$ cat src/rtl/cpw_pkg.sv
// Shared types and constants for the cyclic piecewise-linear warp block.
// Used by cpw_muldiv and cyclic_piecewise_linear_warp; depends on nothing.
package cpw_pkg;

    localparam int MAX_POINTS_DEF = 16;
    localparam int VALUE_BITS_DEF = 16;
    localparam int FUNC_BITS      = 2;
    localparam int INDEX_BITS     = 4;
    localparam int COUNT_BITS     = 5;

    typedef enum logic [1:0] {
        FN_LOAD   = 2'd0,
        FN_COMMIT = 2'd1,
        FN_FWD    = 2'd2,
        FN_INV    = 2'd3
    } t_func;

    typedef enum logic [3:0] {
        S_INIT,
        S_IDLE,
        S_CMT_RD,
        S_CMT_CMP,
        S_W_MODW,
        S_W_RD,
        S_W_CMP,
        S_W_LAST,
        S_W_LERP,
        S_W_DIV
    } t_state;

    typedef enum logic {
        MD_MOD,
        MD_MULDIV
    } t_md_op;

    typedef enum logic [1:0] {
        MD_IDLE,
        MD_MUL,
        MD_DIV
    } t_md_state;

    typedef struct packed {
        logic   go;
        t_md_op op;
    } t_md_cmd;

endpackage

$ cat src/rtl/cpw_ram.sv
// Generic single-write, single-read RAM with a registered read port.
// Stand-alone; no package needed.
module cpw_ram #(
    parameter  int WIDTH = 16,
    parameter  int DEPTH = 32,
    localparam int AW    = (DEPTH > 1) ? $clog2(DEPTH) : 1
) (
    input  logic             i_clk,
    input  logic             i_we,
    input  logic [AW-1:0]    i_waddr,
    input  logic [WIDTH-1:0] i_wdata,
    input  logic [AW-1:0]    i_raddr,
    output logic [WIDTH-1:0] o_rdata
);

    logic [WIDTH-1:0] r_mem [DEPTH];
    logic [WIDTH-1:0] r_rdata;

    always_ff @(posedge i_clk) begin
        if (i_we) begin
            r_mem[i_waddr] <= i_wdata;
        end
        r_rdata <= r_mem[i_raddr];
    end

    assign o_rdata = r_rdata;

endmodule

$ cat src/rtl/cpw_muldiv.sv
// Shared bit-serial arithmetic unit: modulo reduction, or multiply then divide.
// Depends on cpw_pkg for the command struct and the unit's state type.
module cpw_muldiv
    import cpw_pkg::*;
#(
    parameter int VALUE_BITS = VALUE_BITS_DEF
) (
    input  logic                i_clk,
    input  logic                i_rst_n,
    input  t_md_cmd             i_cmd,
    input  logic [VALUE_BITS:0] i_num,
    input  logic [VALUE_BITS:0] i_mul,
    input  logic [VALUE_BITS:0] i_den,
    output logic                o_done,
    output logic [VALUE_BITS:0] o_quo,
    output logic [VALUE_BITS:0] o_rem
);

    localparam int VB = VALUE_BITS;
    localparam int MW = VB + 1;
    localparam int PW = 2 * VB;
    localparam int RW = VB + 2;
    localparam int SW = $clog2(PW + 1);

    t_md_state r_st, n_st;
    logic      r_done, n_done;

    logic [PW-1:0] r_p;
    logic [RW-1:0] r_rem;
    logic [MW-1:0] r_mcand;
    logic [MW-1:0] r_mplier;
    logic [MW-1:0] r_den;
    logic [SW-1:0] r_cnt;

    logic [RW-1:0] trial;
    logic [RW-1:0] diff;
    logic          ge;
    logic [PW-1:0] addend;
    logic [PW-1:0] mul_sum;
    logic          last_step;

    always_comb begin
        trial     = {r_rem[MW-1:0], r_p[PW-1]};
        ge        = trial >= RW'(r_den);
        diff      = trial - RW'(r_den);
        addend    = r_mplier[MW-1] ? PW'(r_mcand) : '0;
        mul_sum   = {r_p[PW-2:0], 1'b0} + addend;
        last_step = r_cnt == SW'(1);
    end

    always_comb begin
        n_st   = r_st;
        n_done = 1'b0;
        case (r_st)
            MD_IDLE: begin
                if (i_cmd.go) begin
                    n_st = (i_cmd.op == MD_MOD) ? MD_DIV : MD_MUL;
                end
            end
            MD_MUL: begin
                if (last_step) begin
                    n_st = MD_DIV;
                end
            end
            MD_DIV: begin
                if (last_step) begin
                    n_st   = MD_IDLE;
                    n_done = 1'b1;
                end
            end
            default: n_st = MD_IDLE;
        endcase
    end

    always_ff @(posedge i_clk) begin
        if (!i_rst_n) begin
            r_st   <= MD_IDLE;
            r_done <= 1'b0;
        end else begin
            r_st   <= n_st;
            r_done <= n_done;
        end
    end

    // The modulo runs the divider alone over the upper half of the word; the
    // multiply-divide first builds the product MSB first, then divides it.
    always_ff @(posedge i_clk) begin
        case (r_st)
            MD_IDLE: begin
                if (i_cmd.go) begin
                    r_den <= i_den;
                    r_rem <= '0;
                    if (i_cmd.op == MD_MOD) begin
                        r_p   <= {i_num[VB-1:0], {VB{1'b0}}};
                        r_cnt <= SW'(VB);
                    end else begin
                        r_p      <= '0;
                        r_mcand  <= i_num;
                        r_mplier <= i_mul;
                        r_cnt    <= SW'(MW);
                    end
                end
            end
            MD_MUL: begin
                r_p      <= mul_sum;
                r_mplier <= {r_mplier[MW-2:0], 1'b0};
                if (last_step) begin
                    r_cnt <= SW'(PW);
                    r_rem <= '0;
                end else begin
                    r_cnt <= r_cnt - SW'(1);
                end
            end
            MD_DIV: begin
                r_p   <= {r_p[PW-2:0], ge};
                r_rem <= ge ? diff : trial;
                r_cnt <= r_cnt - SW'(1);
            end
            default: begin
                r_cnt <= r_cnt;
            end
        endcase
    end

    assign o_done = r_done;
    assign o_quo  = r_p[MW-1:0];
    assign o_rem  = r_rem[MW-1:0];

endmodule

$ cat src/rtl/cyclic_piecewise_linear_warp.sv
// Cyclic piecewise-linear warp: top level with the sequencer and table banks.
// Depends on cpw_pkg, cpw_ram and cpw_muldiv.
//
// Usage: an item is taken on a rising edge with start high and busy low. The
// func field picks load point, commit table, forward warp or inverse warp.
// Every item gives exactly one result, shown for one cycle with o_valid high;
// the receiver cannot hold it off. The modulus is written over the cfg
// channel (i_cfg_valid / o_cfg_ready) while the block is idle; the write also
// resets the active table to the identity, passing through the busy S_INIT state.
// Sequence: a load, or a commit with a bad count, finishes on its accept edge
// and o_valid follows in the next cycle. A commit reads and checks its points
// in turn (S_CMT_RD, S_CMT_CMP), stopping at the last or at one out of range.
// A warp first reduces the value modulo the modulus (S_W_MODW), then reads and
// tests one point at a time (S_W_RD, S_W_CMP) until a segment holds the value,
// else tests the closing segment (S_W_LAST); when the hit segment cannot be
// taken directly (S_W_LERP), it runs the serial multiply and divide (S_W_DIV).
// The shared bit-serial multiply/divide unit does both the modulo and the divide.
// After reset the block is busy in S_INIT while it writes table entry zero.
module cyclic_piecewise_linear_warp
    import cpw_pkg::*;
#(
    parameter int MAX_POINTS = MAX_POINTS_DEF,
    parameter int VALUE_BITS = VALUE_BITS_DEF
) (
    input  logic                  i_clk,
    input  logic                  i_rst_n,
    input  logic                  start,
    output logic                  busy,
    input  logic [FUNC_BITS-1:0]  i_func,
    input  logic [INDEX_BITS-1:0] i_point_index,
    input  logic [VALUE_BITS-1:0] i_raw_point,
    input  logic [VALUE_BITS-1:0] i_warped_point,
    input  logic [COUNT_BITS-1:0] i_point_count,
    input  logic [VALUE_BITS-1:0] i_value_in,
    output logic                  o_valid,
    output logic [VALUE_BITS-1:0] o_value_out,
    output logic                  o_status,
    input  logic                  i_cfg_valid,
    output logic                  o_cfg_ready,
    input  logic [VALUE_BITS:0]   i_cfg_modulus
);

    localparam int VB = VALUE_BITS;
    localparam int MW = VB + 1;
    localparam int RW = VB + 2;
    localparam int MP = MAX_POINTS;
    localparam int AW = $clog2(2 * MP);
    localparam int IW = (MP > 1) ? $clog2(MP) : 1;
    localparam int CW = $clog2(MP + 1);
    localparam logic [MW-1:0] M_MAX = {1'b1, {VB{1'b0}}};

    t_state r_state, n_state;

    logic [MW-1:0] r_mod;
    logic          r_bank;
    logic [CW-1:0] r_count;
    logic          r_ovalid;

    logic          r_inv;
    logic [CW-1:0] r_n;
    logic [IW-1:0] r_idx;
    logic [VB-1:0] r_v;
    logic [VB-1:0] r_first_in, r_first_out;
    logic [VB-1:0] r_prev_in, r_prev_out;
    logic [1:0]    r_rj, r_wj;
    logic [MW-1:0] r_a, r_b, r_d;
    logic [VB-1:0] r_lo;
    logic [VB-1:0] r_value_out;
    logic          r_status;

    logic          accept, cfg_we;
    logic [MW-1:0] cfg_m;
    logic          idx_ok, cnt_bad;
    logic [AW-1:0] base_act, base_stg;

    logic          ram_we;
    logic [AW-1:0] ram_waddr, ram_raddr;
    logic [VB-1:0] ram_wraw, ram_wwarp;
    logic [VB-1:0] rd_raw, rd_warp;
    logic [VB-1:0] cur_in, cur_out;

    t_md_cmd       md_cmd;
    logic [MW-1:0] md_num, md_den;
    logic          md_done;
    logic [MW-1:0] md_quo, md_rem;

    logic          is_first, is_last;
    logic          bad_range, wrap_bad;
    logic [VB-1:0] first_raw, first_warp;
    logic [2:0]    rj_sum, wj_sum;
    logic [1:0]    rj_next, wj_next;

    logic [RW-1:0] ei, ej, oi, oj, ev, em;
    logic          c1, c2, c3, wrap_seg, seg_hit;
    logic [RW-1:0] a_w, d_w, b_w;

    logic [MW-1:0] frac;
    logic [RW-1:0] sum, wrapped;
    logic          fin, fin_status;
    logic [VB-1:0] fin_value;
    logic          direct;

    assign busy        = r_state != S_IDLE;
    assign accept      = start && !busy;
    assign o_cfg_ready = (r_state == S_IDLE) && !start;
    assign cfg_we      = i_cfg_valid && o_cfg_ready;

    always_comb begin
        if (i_cfg_modulus < MW'(2)) begin
            cfg_m = MW'(2);
        end else if (i_cfg_modulus > M_MAX) begin
            cfg_m = M_MAX;
        end else begin
            cfg_m = i_cfg_modulus;
        end
    end

    assign idx_ok   = 32'(i_point_index) < MAX_POINTS;
    assign cnt_bad  = (i_point_count == '0) || (32'(i_point_count) > MAX_POINTS);
    assign base_act = r_bank ? AW'(MP) : '0;
    assign base_stg = r_bank ? '0 : AW'(MP);

    cpw_ram #(.WIDTH(VB), .DEPTH(2 * MP)) u_raw_ram (
        .i_clk   (i_clk),
        .i_we    (ram_we),
        .i_waddr (ram_waddr),
        .i_wdata (ram_wraw),
        .i_raddr (ram_raddr),
        .o_rdata (rd_raw)
    );

    cpw_ram #(.WIDTH(VB), .DEPTH(2 * MP)) u_warp_ram (
        .i_clk   (i_clk),
        .i_we    (ram_we),
        .i_waddr (ram_waddr),
        .i_wdata (ram_wwarp),
        .i_raddr (ram_raddr),
        .o_rdata (rd_warp)
    );

    cpw_muldiv #(.VALUE_BITS(VB)) u_muldiv (
        .i_clk   (i_clk),
        .i_rst_n (i_rst_n),
        .i_cmd   (md_cmd),
        .i_num   (md_num),
        .i_mul   (r_b),
        .i_den   (md_den),
        .o_done  (md_done),
        .o_quo   (md_quo),
        .o_rem   (md_rem)
    );

    // The inverse warp reads the same entries with the two tables swapped.
    assign cur_in  = r_inv ? rd_warp : rd_raw;
    assign cur_out = r_inv ? rd_raw : rd_warp;

    assign is_first = r_idx == '0;
    assign is_last  = (32'(r_idx) + 32'd1) == 32'(r_n);

    // Commit checks: entry range and wrap counts, including last to first.
    always_comb begin
        first_raw  = is_first ? rd_raw : r_first_in;
        first_warp = is_first ? rd_warp : r_first_out;
        bad_range  = (MW'(rd_raw) >= r_mod) || (MW'(rd_warp) >= r_mod);
        rj_sum     = {1'b0, r_rj}
                   + 3'(!is_first && (r_prev_in >= rd_raw))
                   + 3'(is_last && (rd_raw >= first_raw));
        wj_sum     = {1'b0, r_wj}
                   + 3'(!is_first && (r_prev_out >= rd_warp))
                   + 3'(is_last && (rd_warp >= first_warp));
        rj_next    = (rj_sum > 3'd1) ? 2'd2 : rj_sum[1:0];
        wj_next    = (wj_sum > 3'd1) ? 2'd2 : wj_sum[1:0];
        wrap_bad   = (rj_next > 2'd1) || (wj_next > 2'd1);
    end

    // Segment test between the previous entry and the current one (or the
    // first entry, for the closing segment of the cycle).
    always_comb begin
        ei       = RW'(r_prev_in);
        oi       = RW'(r_prev_out);
        ej       = (r_state == S_W_LAST) ? RW'(r_first_in) : RW'(cur_in);
        oj       = (r_state == S_W_LAST) ? RW'(r_first_out) : RW'(cur_out);
        ev       = RW'(r_v);
        em       = RW'(r_mod);
        c1       = (ei <= ev) && (ev <= ej) && (ei != ej);
        wrap_seg = ei >= ej;
        c2       = wrap_seg && (ev >= ei);
        c3       = wrap_seg && (ev <= ej);
        seg_hit  = c1 || c2 || c3;
        b_w      = (oi >= oj) ? (oj + em - oi) : (oj - oi);
        a_w      = (c1 || c2) ? (ev - ei) : (ev + em - ei);
        d_w      = c1 ? (ej - ei) : (ej + em - ei);
    end

    // The sum stays below twice the modulus, so one subtract wraps it.
    always_comb begin
        if (r_state == S_W_DIV) begin
            frac = md_quo;
        end else if (r_d == '0) begin
            frac = '0;
        end else begin
            frac = r_b;
        end
        sum     = RW'(r_lo) + RW'(frac);
        wrapped = (sum >= RW'(r_mod)) ? (sum - RW'(r_mod)) : sum;
        direct  = (r_d == '0) || (r_a >= r_d);
    end

    always_comb begin
        n_state    = r_state;
        ram_we     = 1'b0;
        ram_waddr  = base_act;
        ram_wraw   = '0;
        ram_wwarp  = '0;
        ram_raddr  = base_act + AW'(r_idx);
        md_cmd.go  = 1'b0;
        md_cmd.op  = MD_MOD;
        md_num     = MW'(i_value_in);
        md_den     = r_mod;
        fin        = 1'b0;
        fin_status = 1'b0;
        fin_value  = '0;
        case (r_state)
            S_INIT: begin
                ram_we  = 1'b1;
                n_state = S_IDLE;
            end
            S_IDLE: begin
                if (cfg_we) begin
                    n_state = S_INIT;
                end else if (accept) begin
                    case (t_func'(i_func))
                        FN_LOAD: begin
                            ram_we    = idx_ok;
                            ram_waddr = base_stg + AW'(i_point_index);
                            ram_wraw  = i_raw_point;
                            ram_wwarp = i_warped_point;
                            fin       = 1'b1;
                        end
                        FN_COMMIT: begin
                            if (cnt_bad) begin
                                fin        = 1'b1;
                                fin_status = 1'b1;
                            end else begin
                                n_state = S_CMT_RD;
                            end
                        end
                        FN_FWD, FN_INV: begin
                            md_cmd.go = 1'b1;
                            n_state   = S_W_MODW;
                        end
                        default: n_state = S_IDLE;
                    endcase
                end
            end
            S_CMT_RD: begin
                ram_raddr = base_stg + AW'(r_idx);
                n_state   = S_CMT_CMP;
            end
            S_CMT_CMP: begin
                if (bad_range || is_last) begin
                    fin        = 1'b1;
                    fin_status = bad_range || wrap_bad;
                    n_state    = S_IDLE;
                end else begin
                    n_state = S_CMT_RD;
                end
            end
            S_W_MODW: begin
                if (md_done) begin
                    n_state = S_W_RD;
                end
            end
            S_W_RD: begin
                n_state = S_W_CMP;
            end
            S_W_CMP: begin
                if (!is_first && seg_hit) begin
                    n_state = S_W_LERP;
                end else if (is_last) begin
                    n_state = S_W_LAST;
                end else begin
                    n_state = S_W_RD;
                end
            end
            S_W_LAST: begin
                if (seg_hit) begin
                    n_state = S_W_LERP;
                end else begin
                    fin       = 1'b1;
                    fin_value = r_v;
                    n_state   = S_IDLE;
                end
            end
            S_W_LERP: begin
                if (direct) begin
                    fin       = 1'b1;
                    fin_value = wrapped[VB-1:0];
                    n_state   = S_IDLE;
                end else begin
                    md_cmd.go = 1'b1;
                    md_cmd.op = MD_MULDIV;
                    md_num    = r_a;
                    md_den    = r_d;
                    n_state   = S_W_DIV;
                end
            end
            S_W_DIV: begin
                if (md_done) begin
                    fin       = 1'b1;
                    fin_value = wrapped[VB-1:0];
                    n_state   = S_IDLE;
                end
            end
            default: n_state = S_IDLE;
        endcase
    end

    always_ff @(posedge i_clk) begin
        if (!i_rst_n) begin
            r_state <= S_INIT;
        end else begin
            r_state <= n_state;
        end
    end

    always_ff @(posedge i_clk) begin
        if (!i_rst_n) begin
            r_mod    <= M_MAX;
            r_bank   <= 1'b0;
            r_count  <= CW'(1);
            r_ovalid <= 1'b0;
        end else begin
            r_ovalid <= fin;
            if (cfg_we) begin
                r_mod   <= cfg_m;
                r_count <= CW'(1);
            end
            if (r_state == S_CMT_CMP && is_last && !bad_range && !wrap_bad) begin
                r_bank  <= ~r_bank;
                r_count <= r_n;
            end
        end
    end

    always_ff @(posedge i_clk) begin
        if (accept) begin
            r_inv <= i_func == FN_INV;
            r_idx <= '0;
            r_rj  <= 2'd0;
            r_wj  <= 2'd0;
            r_n   <= (i_func == FN_COMMIT) ? CW'(i_point_count) : r_count;
        end
        case (r_state)
            S_CMT_CMP: begin
                r_prev_in  <= rd_raw;
                r_prev_out <= rd_warp;
                if (is_first) begin
                    r_first_in  <= rd_raw;
                    r_first_out <= rd_warp;
                end
                r_rj  <= rj_next;
                r_wj  <= wj_next;
                r_idx <= r_idx + IW'(1);
            end
            S_W_MODW: begin
                if (md_done) begin
                    r_v <= md_rem[VB-1:0];
                end
            end
            S_W_CMP: begin
                if (!is_first && seg_hit) begin
                    r_a  <= a_w[MW-1:0];
                    r_b  <= b_w[MW-1:0];
                    r_d  <= d_w[MW-1:0];
                    r_lo <= r_prev_out;
                end
                r_prev_in  <= cur_in;
                r_prev_out <= cur_out;
                if (is_first) begin
                    r_first_in  <= cur_in;
                    r_first_out <= cur_out;
                end
                r_idx <= r_idx + IW'(1);
            end
            S_W_LAST: begin
                if (seg_hit) begin
                    r_a  <= a_w[MW-1:0];
                    r_b  <= b_w[MW-1:0];
                    r_d  <= d_w[MW-1:0];
                    r_lo <= r_prev_out;
                end
            end
            default: begin
                r_lo <= r_lo;
            end
        endcase
        if (fin) begin
            r_value_out <= fin_value;
            r_status    <= fin_status;
        end
    end

    assign o_valid     = r_ovalid;
    assign o_value_out = r_value_out;
    assign o_status    = r_status;

    a_load_result_next: assert property (@(posedge i_clk) disable iff (!i_rst_n)
        (accept && i_func == FN_LOAD) |=> o_valid)
        else $error("load item did not give its result on the next cycle");

    a_warp_goes_busy: assert property (@(posedge i_clk) disable iff (!i_rst_n)
        (accept && (i_func == FN_FWD || i_func == FN_INV)) |=> busy)
        else $error("warp item accepted without the block going busy");

    a_count_range: assert property (@(posedge i_clk) disable iff (!i_rst_n)
        (r_count != '0) && (32'(r_count) <= MAX_POINTS))
        else $error("active point count out of range");

    a_mod_range: assert property (@(posedge i_clk) disable iff (!i_rst_n)
        (r_mod >= MW'(2)) && (r_mod <= M_MAX))
        else $error("effective modulus out of range");

    a_md_done_waited: assert property (@(posedge i_clk) disable iff (!i_rst_n)
        md_done |-> (r_state == S_W_MODW || r_state == S_W_DIV))
        else $error("arithmetic unit finished while nobody waited for it");

    a_cfg_not_with_item: assert property (@(posedge i_clk) disable iff (!i_rst_n)
        !(cfg_we && accept))
        else $error("configuration write taken together with an item");

endmodule

$ cat config.mk
export PLATFORM = sky130hd
export DESIGN_NAME = cyclic_piecewise_linear_warp
export DESIGN_NICKNAME = d
export VERILOG_FILES = /design/src/rtl/cpw_pkg.sv /design/src/rtl/cpw_ram.sv /design/src/rtl/cpw_muldiv.sv /design/src/rtl/cyclic_piecewise_linear_warp.sv
export SDC_FILE = /design/constraint.sdc
export NUM_CORES = 2
export LEC_CHECK = 0
export BUFFER_PORTS_ARGS = -buffer_cell sky130_fd_sc_hd__buf_2
export CAP_MARGIN = 10
export CORE_MARGIN = 5
export CORE_UTILIZATION = 35
export DETAILED_ROUTE_END_ITERATION = 10
export SYNTH_ARGS = -nofsm -noshare
export SYNTH_HDL_FRONTEND = slang
export SYNTH_HIERARCHICAL = 1
export SYNTH_SLANG_ARGS = --single-unit
$ cat constraint.sdc
create_clock -name i_clk -period 8 [get_ports i_clk]
set_clock_uncertainty 0.1 [all_clocks]
set_input_delay 0.4 -clock i_clk [delete_from_list [all_inputs] [get_ports i_clk]]
set_output_delay 0.4 -clock i_clk [all_outputs]
set_load 0.005 [all_outputs]
==> metrics.md <==
| Metric | Value |
|---|---|
| Total negative slack | 0 ns |
| Leakage power total | 0.02702 uW |
| Yosys cell types | 90 |
| Routed WL | 187.6 mm |
| Final GP Congestion | 0.9159 |
| Cts bufs inserted | 147 |
| Worst slew pin tran | 1.216 ns |
| Max VDD drop | 0.1924 mV |
| CP required | 8.42 ns |
| Setup violators final | 0 |
| TritonCTS clock tree | built |
| Postcts setup bufs | 0 |
| Clock transition at the registers of the reported paths | 0.06 ns |
| Synthesized area | between 0.06 and 0.07 sq mm |
| GR Overflow Total | 0 |
| R2R cell count | 22 |
| Floorplan row count | 161 |
| Synth Flop Type | edfxtp_1 |
| Die Ht | 450.9 um |
| Number of global-route vias before repair | 41510 |
| P&R area growth vs syn | 12.69% |
| Core area | 0.1930 sq mm |
| Share of layout cells above drive strength 1 | roughly 10% |
| Worst Setup SP | r_d[8] |
| Clk_lat worst skew | ~0.78 ns |
| Post-synth ARST share | 0% |
| WP data arrival | 7.09 ns |
| RSZ-0062 raised after global routing | false |
| Antenna viol nets, final | 0 |
| Tmin final | between 6 and 7 ns |
| DRC viols | 0 |
| Clk root buf | clkbuf_16 |
| Flop2flop setup slack | 1.33 ns |
| Seq/Total Area, Yosys | 59.58% |
| Final instance area | 0.07668 sq mm |
| Max Fclk | ~150 MHz |
| RR Startpoint | r_d[8] |
| Synth area leaders | edfxtp_1, mux2i_1, ha_1 |
| Clock tree buffer depth | 3 |
| Syn nets | 5566 |
| Clock sinks | ~1400 |
| Seq cells post-synth | 1371 |
| Largest net degree at the start of global routing | 121 |
| Placed Area | 0.07135 sq mm |
| CP Capture Type | register |
| Hold Path Class | in -> reg |
| Fill cells | roughly 18000 |
| Outcome | completed |
| Port Buffer Count | 99 |
| Most area-hungry cell type in the Yosys netlist | edfxtp_1 |
| Bufs and invs on worst path | 2 |
| Die area | 0.2033 sq mm |
| CP top delay family | compound AO/OA/AOI/OAI gates |
| Yosys top cell area share | 57.73% |
| I/O pin total | 100 |
| Hold path cells | 2 |
| Via count | ~43000 |
| Ys Warns | 6 |
| Hold Startpoint | i_warped_point[8] |
| Hpwl dp | 126.1 mm |
| Pwr/cell area | 227.4 mW/mm^2 |
| Crit-path cells | nor4_1 > nand4_1 > nor4_2 > buf_4 > o21ai_0 > ha_1 > a211oi_2 > o311ai_1 > a211o_1 > or4_1 > o21ai_0 > xnor2_1 > ha_1 > nand2_1 > nor4_1 > a221oi_1 > o21ai_0 > o21a_1 > a211o_1 > or2_1 > clkinv_2 > a221o_1 |
| CTS resizes | 0 |
| Via density | 5.360 |
| Initial Utilization | 35.26% |
| Final Hold Fails | 0 |
| Synth Instances | 5128 |
| WL/cell | 23.54 um |
| DR iter-0 viols | 3581 |
| Worst path slowest cell | a211o_1 |
| Post-synth EDFFs | 1308 |
| Number of nets in the layout | 5762 |
| Hold EP | u_warp_ram/r_mem[1][8] |
| Final Max Slew Viols | 0 |
| DRT Pass-1 Iters | 8 |
| GRT Util Overall | between 10% and 20% |
| Worst path max stage delay | ~0.64 ns |
| CP max FO | 16 |
| Worst rel slew slack | 18.74% |
| Syn Area/Cell | roughly 13 sq um |
| WS Path Type | reg -> reg |
| R2r endpoint | o_value_out[11] |
| Initial antenna violation count | 5 |
| Maxcap violations | 0 |
| Worst path most repeated cell | o21ai_0 |
| Final Cycle Share | 83.34% |
| First-pass GRT wire length | 275.2 mm |
| Width of the die | 450.9 um |
| Number of H-tree levels | 4 |
| Crit path launch type | register |
registers in the layout, indices dropped and copies added, names as in the netlist, 6 cells and up:
name                flops
u_raw_ram/o_rdata      16
u_muldiv/r_mcand       17
u_muldiv/r_mplier      17
u_raw_ram/r_mem       512
u_warp_ram/o_rdata     16
r_prev_in              16
r_prev_out             16
r_d                    17
u_muldiv/r_cnt          6
r_mod                  17
r_a                    17
u_muldiv/r_rem         17
o_value_out            16
r_first_out            16
u_warp_ram/r_mem      512
r_v                    16
u_muldiv/r_den         17
r_b                    17
u_muldiv/r_p           32
r_lo                   16
r_first_in             16
cell type report:
type / count / area (sq um) / area share [%]
Sequential cell: 1371 / 40540 / 52.87
Clock inverter: 77 / 854.6 / 1.114
Inverter: 256 / 962.2 / 1.255
Tap cell: 2526 / 3161 / 4.122
Clock buffer: 192 / 3990 / 5.204
Multi-Input combinational cell: 3265 / 25100 / 32.73
Antenna cell: 1 / 2.502 / 0.003263
Timing Repair Buffer: 283 / 2074 / 2.705
repair_timing:
action,4_1_cts,5_1_grt
endpoints found under the setup margin,0,0
hold endpoints to repair,45,0
hold buffers,37,0
cell usage in the layout, fill, tap and decap left out, types with 33 or more instances in the layout:
cell	synthesis	layout
a21o_1	63	63
a21oi_1	247	247
a22o_1	67	67
a22oi_1	154	154
a31oi_1	46	46
and2_1	71	69
buf_2	43	99
buf_4	56	141
clkbuf_1	94	33
clkbuf_16	0	149
dfxtp_1	63	63
dlygate4sd3_1	0	37
edfxtp_1	1308	1308
fa_1	57	57
ha_1	301	301
inv_1	255	255
mux2_2	43	43
mux2i_1	641	641
nand2_1	301	300
nand2b_1	37	37
nand3_1	131	130
nand4_1	54	54
nor2_1	213	211
nor2b_1	62	58
nor3_1	81	78
o21a_1	44	44
o21ai_0	184	183
xnor2_1	89	88
xor2_1	57	57
power by group:
| group | leakage, uW | switching [uW] | internal, uW | total (uW) |
|---|---|---|---|---|
| Clock | 0.00236 | 2870 | 3910 | 6780 |
| Sequential | 0.0108 | 203 | 8040 | 8240 |
| Combinational | 0.0139 | 1500 | 917 | 2410 |
worst max-delay path by stage:
stage | slack, ns | endpoint | depth (start not counted)
2_1_floorplan | 1.42 | r_a[0] | 15
3_3_place_gp | 1.33 | o_value_out[11] | 22
3_5_place_dp | 1.33 | o_value_out[11] | 22
4_1_cts | 1.34 | o_value_out[11] | 22
5_1_grt | 0.95 | o_value_out[8] | 23
6_report | 1.33 | o_value_out[11] | 22
stage by stage:
stage,hold slack (ns),std cells,setup slack (ns),util [%],total power [uW]
after floorplan,0.3567,5128,1.424,-,10020
after global placement,0.3747,7660,1.331,36.97,10730
after CTS,0.03811,7966,1.335,39.68,17570
after global routing,0.05577,7970,0.9471,39.73,18130
after detailed placement,0.3821,7660,1.335,36.97,10760
final,0.07955,7971,1.333,39.73,17440
layer usage:
layer  track usage, %  vias up  part of all wire [%]
met3            2.349      296                   5.3
met1            24.37    21350                    44
li1                 -    19790                     -
met5                0        -                 0.011
met2            29.04     1282                    47
met4            7.216        4                   4.2
cell families (layout without fill, tap and decap cells):
logic type	after synthesis	count (layout)	synth area share, %
flip-flops	1371	1371	59.58
AND/OR/NAND/NOR	1057	1057	7.617
AO/OA/AOI/OAI	1018	1018	9.838
multiplexers	685	685	10.16
buffers and inverters	492	808	3.696
adder cells (fa/ha/maj)	359	359	7.227
XOR/XNOR	146	146	1.879
other	0	1	0
cells in the mapped netlist (56+ instances only):
| library cell | n |
|---|---|
| a21o_1 | 63 |
| a21oi_1 | 247 |
| a22o_1 | 67 |
| a22oi_1 | 154 |
| and2_1 | 71 |
| buf_4 | 56 |
| clkbuf_1 | 94 |
| dfxtp_1 | 63 |
| edfxtp_1 | 1308 |
| fa_1 | 57 |
| ha_1 | 301 |
| inv_1 | 255 |
| mux2i_1 | 641 |
| nand2_1 | 301 |
| nand3_1 | 131 |
| nor2_1 | 213 |
| nor2b_1 | 62 |
| nor3_1 | 81 |
| o21ai_0 | 184 |
| xnor2_1 | 89 |
| xor2_1 | 57 |
(Power assumes the default switching activity.)
